`config.mk`:
```
export PLATFORM = sky130hd
export DESIGN_NAME = decimal_digit_multiplier
export DESIGN_NICKNAME = d
export VERILOG_FILES = /design/src/sv/ddm_pkg.sv /design/src/sv/decimal_digit_multiplier.sv /design/src/sv/ddm_cell.sv
export SDC_FILE = /design/constraint.sdc
export NUM_CORES = 2
export LEC_CHECK = 0
export BUFFER_PORTS_ARGS = -buffer_cell sky130_fd_sc_hd__buf_4
export CORE_ASPECT_RATIO = 2
export CORE_MARGIN = 3
export CORE_UTILIZATION = 30
export DETAILED_ROUTE_END_ITERATION = 10
export PLACE_DENSITY = 0.52
export SLEW_MARGIN = 25
export SYNTH_ARGS = -nofsm -noshare
export SYNTH_HDL_FRONTEND = slang
export SYNTH_SLANG_ARGS = --single-unit
```
`constraint.sdc`:
```
create_clock -name clk -period 22.2 [get_ports clk]
set_clock_uncertainty 0.05 [all_clocks]
set_input_delay 4.44 -clock clk [delete_from_list [all_inputs] [get_ports clk]]
set_output_delay 4.44 -clock clk [all_outputs]
set_load 0.02 [all_outputs]
```
`src/sv/ddm_pkg.sv`:
```
// Shared types and constants for the decimal digit multiplier.
package ddm_pkg;

  localparam int DIGIT_W   = 4;
  localparam int PRODUCT_W = 54;
  localparam int RADIX     = 10;
  localparam int DIGIT_MAX = (1 << DIGIT_W) - 1;

  typedef struct packed {
    logic [DIGIT_W-1:0] x;
    logic [DIGIT_W-1:0] y;
  } digit_pair_t;

  typedef struct packed {
    logic shift_up;
    logic shift_down;
  } cell_ctrl_t;

endpackage

```
`src/sv/decimal_digit_multiplier.sv`:
```
// Top level: digit cell chain, Horner accumulation, binary multiply and result register.
//
//   channel | direction | handshake            | payload
//   input   | in        | in_valid / in_stall  | x_digit, y_digit, last
//   result  | out       | out_valid / out_stall| product, too_many_digits
//
// Each accepted digit pair is shifted into the cell chain while it has room.
// After the pair marked last, the chain unloads one digit per cycle into the
// Horner accumulators, one digit for each stored pair, then the accumulators are multiplied;
// the product is registered in S_MULT and shown in state S_OUT.
// in_stall is high from the last transaction until the result is taken.
// Reset clears the control state only; the cells need no clearing.
module decimal_digit_multiplier #(
  parameter int DIGITS = 8
) (
  input  logic                            clk,
  input  logic                            rst,
  input  logic                            in_valid,
  output logic                            in_stall,
  input  logic [ddm_pkg::DIGIT_W-1:0]     x_digit,
  input  logic [ddm_pkg::DIGIT_W-1:0]     y_digit,
  input  logic                            last,
  output logic                            out_valid,
  input  logic                            out_stall,
  output logic [ddm_pkg::PRODUCT_W-1:0]   product,
  output logic                            too_many_digits
);

  localparam longint unsigned XMAX =
    64'(ddm_pkg::DIGIT_MAX) * ((64'd10 ** DIGITS) - 64'd1) / 64'd9;
  localparam int XW = $clog2(XMAX + 64'd1);
  localparam int PW = 2 * XW;
  localparam int CW = $clog2(DIGITS + 1);

  typedef enum logic [3:0] {
    S_LOAD   = 4'b0001,
    S_HORNER = 4'b0010,
    S_MULT   = 4'b0100,
    S_OUT    = 4'b1000
  } state_t;

  state_t               state;
  logic [CW-1:0]        count;
  logic [CW-1:0]        count_next;
  logic                 ovf;
  logic [XW-1:0]        xacc;
  logic [XW-1:0]        yacc;
  logic [PW-1:0]        prod;
  logic [63:0]          prod_wide;
  logic                 accept;
  logic                 has_room;
  ddm_pkg::cell_ctrl_t  ctrl;
  ddm_pkg::digit_pair_t in_pair;
  ddm_pkg::digit_pair_t cells [DIGITS];

  assign in_stall  = rst || (state != S_LOAD);
  assign accept    = in_valid && !in_stall;
  assign has_room  = count < CW'(DIGITS);
  assign count_next = has_room ? count + CW'(1) : count;

  assign in_pair.x = x_digit;
  assign in_pair.y = y_digit;

  assign ctrl.shift_up   = accept && has_room;
  assign ctrl.shift_down = (state == S_HORNER);

  for (genvar i = 0; i < DIGITS; i++) begin : g_cell
    ddm_pkg::digit_pair_t lower;
    ddm_pkg::digit_pair_t upper;
    if (i == 0) begin : g_head
      assign lower = in_pair;
    end else begin : g_body
      assign lower = cells[i-1];
    end
    if (i == DIGITS - 1) begin : g_tail
      assign upper = '0;
    end else begin : g_inner
      assign upper = cells[i+1];
    end
    ddm_cell u_cell (
      .clk   (clk),
      .ctrl  (ctrl),
      .lower (lower),
      .upper (upper),
      .pair  (cells[i])
    );
  end

  always_ff @(posedge clk) begin
    if (rst) begin
      state <= S_LOAD;
      count <= '0;
      ovf   <= 1'b0;
    end else begin
      case (state)
        S_LOAD: begin
          if (accept) begin
            count <= count_next;
            if (!has_room) begin
              ovf <= 1'b1;
            end
            if (last) begin
              state <= S_HORNER;
              xacc  <= '0;
              yacc  <= '0;
            end
          end
        end
        S_HORNER: begin
          xacc  <= XW'(xacc * XW'(ddm_pkg::RADIX)) + XW'(cells[0].x);
          yacc  <= XW'(yacc * XW'(ddm_pkg::RADIX)) + XW'(cells[0].y);
          count <= count - CW'(1);
          if (count == CW'(1)) begin
            state <= S_MULT;
          end
        end
        S_MULT: begin
          prod  <= PW'(xacc) * PW'(yacc);
          state <= S_OUT;
        end
        S_OUT: begin
          if (!out_stall) begin
            state <= S_LOAD;
            count <= '0;
            ovf   <= 1'b0;
          end
        end
        default: begin
          state <= S_LOAD;
          count <= '0;
          ovf   <= 1'b0;
        end
      endcase
    end
  end

  assign prod_wide       = 64'(prod);
  assign product         = prod_wide[ddm_pkg::PRODUCT_W-1:0];
  assign too_many_digits = ovf;
  assign out_valid       = !rst && (state == S_OUT);

endmodule

```
`src/sv/ddm_cell.sv`:
```
// One digit cell of the chain: holds a digit pair, loads from below, unloads from above.
module ddm_cell (
  input  logic                 clk,
  input  ddm_pkg::cell_ctrl_t  ctrl,
  input  ddm_pkg::digit_pair_t lower,
  input  ddm_pkg::digit_pair_t upper,
  output ddm_pkg::digit_pair_t pair
);

  always_ff @(posedge clk) begin
    if (ctrl.shift_up) begin
      pair <= lower;
    end else if (ctrl.shift_down) begin
      pair <= upper;
    end
  end

endmodule

```
==> impl_metrics.toml <==
[outcome]
status = "complete, no violations"

[yosys]
ys_top_cells_by_count = "inv_1 (813), fa_1 (677), nand2_1 (478)"
synth_mux_area_share_pct = 1.89
synth_top_family_by_area = "adder cells"
synth.distinct_cells = 90
synth.most_common_cell = "inv_1"
ys_seq_area_share_pct = 14.7
synth_top_area_share_pct = 37.0
yosysTopAreaCell = "fa_1"
async_reset_ff_share_pct = 0
synth_simple_gate_area_share_pct = 16.5
synth_compound_area_share_pct = 6.28
synth_flop_cell = "edfxtp_1"
synth-adder-area-share_pct = 47.2
synthesis.nets = 4897
synth-seq-cells = 183
synth_xor_xnor_area_share_pct = 2.99
synth_edf_count = 174
synth.area.top_cells = "fa_1 (37%), edfxtp_1 (14%), ha_1 (10%), inv_1 (8.3%), and2_1 (6.5%)"
syn_area_um2 = 36700
avgSynthCellArea_um2 = 9.39
ys_warn_count = 0
synth_cells = 3907

[clock_network]
root_buffer = "clkbuf_16"
cts_setup_buffers = 0
cts_inserted_buffers = 17
holdBufCountCts = 0
clkSinkCount = 183
tritoncts = "yes"
cts_resized = 0
cts_buffer_depth = 2
worstSkewPairLatency_ns = 0.51
cts.clk_slew.worst_paths_ns = 0.08
htreeDepth = 4

[sta]
max_slew_margin_pct = 35.1
slew_violations = 0
timing.setup.tns_ns = 0
rsz0062_at_grt = "false"
hold_violations = 0
fin_crit_sh_pct = 44.5
setup_viol = 0
fmax_mhz = 101
tightestPinTransition_ns = 0.973
period_minus_slack_ns = 9.87
layout_setup_ws_ns = 12.33

[floorplanning]
num_rows = 180
start_util_pct = 30.4
io_pins = 70
die_w_um = 253
core_um2 = 121000
die_y_um = 500
die_area_um2 = 127000

[placement]
dp_hpwl_um = 87100
preCtsSetupSlack_ns = 12.26
place.gp.congestion = 0.870
io_buffer_count = 69

[finish]
fillers = 12500
area_delta_synth_final_pct = 7.56
layout.nets = 4847
multiInputGateArea_um2 = 27500
drive_above_1_share_pct = 6.62
regArea_um2 = 5410
utilization_pct = 32.7

[flow_run]
drv_cap = 0

[routing]
dr.pass1.iters = 5
post-route-drc-count = 0
wire_per_inst_um = 19.9
drtIter0Drc = 1285
ant_nets = 0
vias = 26300
via_per_inst = 4.85
wl_um = 108000

[global_route]
grt_first_pass_wirelength_um = 167000
use_met2_pct = 36.4
busiest_layer = "met2"
antenna_found_initial = 6
grt_max_degree = 66
overflow = 0
grtUsageMet1_pct = 16.4
grt_usage_pct = 17.5
grt_pass1_vias = 29500
use_met3_pct = 1.72

[worst_setup_path]
cp.required_ns = 17.71
critPathMaxFanout = 10
cp-end-kind = "output port"
critical_path.max_stage_delay_ns = 0.36
crit_chain = "buf_4 -> or3_1 -> nor3_1 -> buf_4"
critical-path-slowest-cell = "or3_1"
critPathKind = "in2out"
startpoint_type = "input pin"
arrival_ns = 5.38
crit_top_cell = "buf_4"

[worst_hold_path]
holdCritPathClass = "reg2reg"
-- cells by family (layout without fill, tap and decap cells) --
kind of cell,Yosys count,in the layout
flops,183,183
xor+xnor,125,125
compound gates,357,357
buf+inv,1016,978
mux,62,62
fa+ha+maj,977,977
other cells,0,1
simple gates,1187,1187
-- cells in the final DEF (no fill, tap or decap), types with 5 or more instances in the layout --
cell,n
inv_1,813
fa_1,677
nand2_1,478
and2_1,382
ha_1,300
edfxtp_1,174
buf_4,131
a21oi_1,105
nor2_1,103
xnor2_1,87
o21ai_0,73
mux2_2,57
a21o_1,40
xor2_1,38
nor3_1,36
nand3_1,33
nor2b_1,29
and3_1,20
nand4_1,18
clkbuf_16,17
a211oi_1,16
o21a_1,15
nand2b_1,14
a31oi_1,14
or3_1,12
nor3b_1,10
o21bai_1,9
o211ai_1,9
dfxtp_1,9
o31a_1,7
or2_2,7
nor4_1,6
o22ai_1,6
and4_1,5
o31ai_1,5
a21boi_0,5
mux2i_1,5
-- sequential cells by signal, summed over array words and instances (netlist names) --
signal	flops
g_cell.u_cell.pair	64
prod	54
xacc	28
yacc	28
count	4
state	4
too_many_digits	1
-- final timing paths --
kind	startpoint	end	slack (ns)	cells past startpoint
max	rst	out_valid	12.33	4
min	g_cell[7].u_cell.pair[0]	g_cell[6].u_cell.pair[0]	0.50	1
max reg2reg	yacc[7]	prod[53]	12.91	25
min reg2reg	g_cell[7].u_cell.pair[0]	g_cell[6].u_cell.pair[0]	0.50	1
-- final cells by class --
type | count | share of cell area [%]
diodes | 1 | 0.00634
clock buffers | 17 | 1.08
clock inverters | 14 | 0.298
inverters | 813 | 7.74
multi-input cells | 2708 | 69.7
flip-flops and latches | 183 | 13.7
well taps | 1547 | 4.91
repair buffers | 134 | 2.61
-- per-layer routing --
| metal | vias to the layer above | wire (µm) |
|---|---|---|
| li1 | 11900 | - |
| met1 | 13600 | 35300 |
| met2 | 525 | 63600 |
| met3 | 241 | 3020 |
| met4 | 0 | 5640 |
| met5 | - | 0 |
-- stage by stage --
| stage | hold WS (ns) | instance area, µm² | cells |
|---|---|---|---|
| 2_1_floorplan | 0.468 | 36700 | 3907 |
| 3_3_place_gp | 0.483 | 38900 | 5382 |
| 3_5_place_dp | 0.487 | 38900 | 5385 |
| 4_1_cts | 0.508 | 39400 | 5416 |
| 5_1_grt | 0.535 | 39400 | 5417 |
| 6_report | 0.499 | 39400 | 5417 |
-- worst max-delay path: cells and delay by family --
kind | cells | cell delay [ns]
buf+inv | 2 | 0.35
simple gates | 2 | 0.59
Power is not shown: default switching activity piles up to over one toggle a cycle in this logic, so the estimate is an artifact.
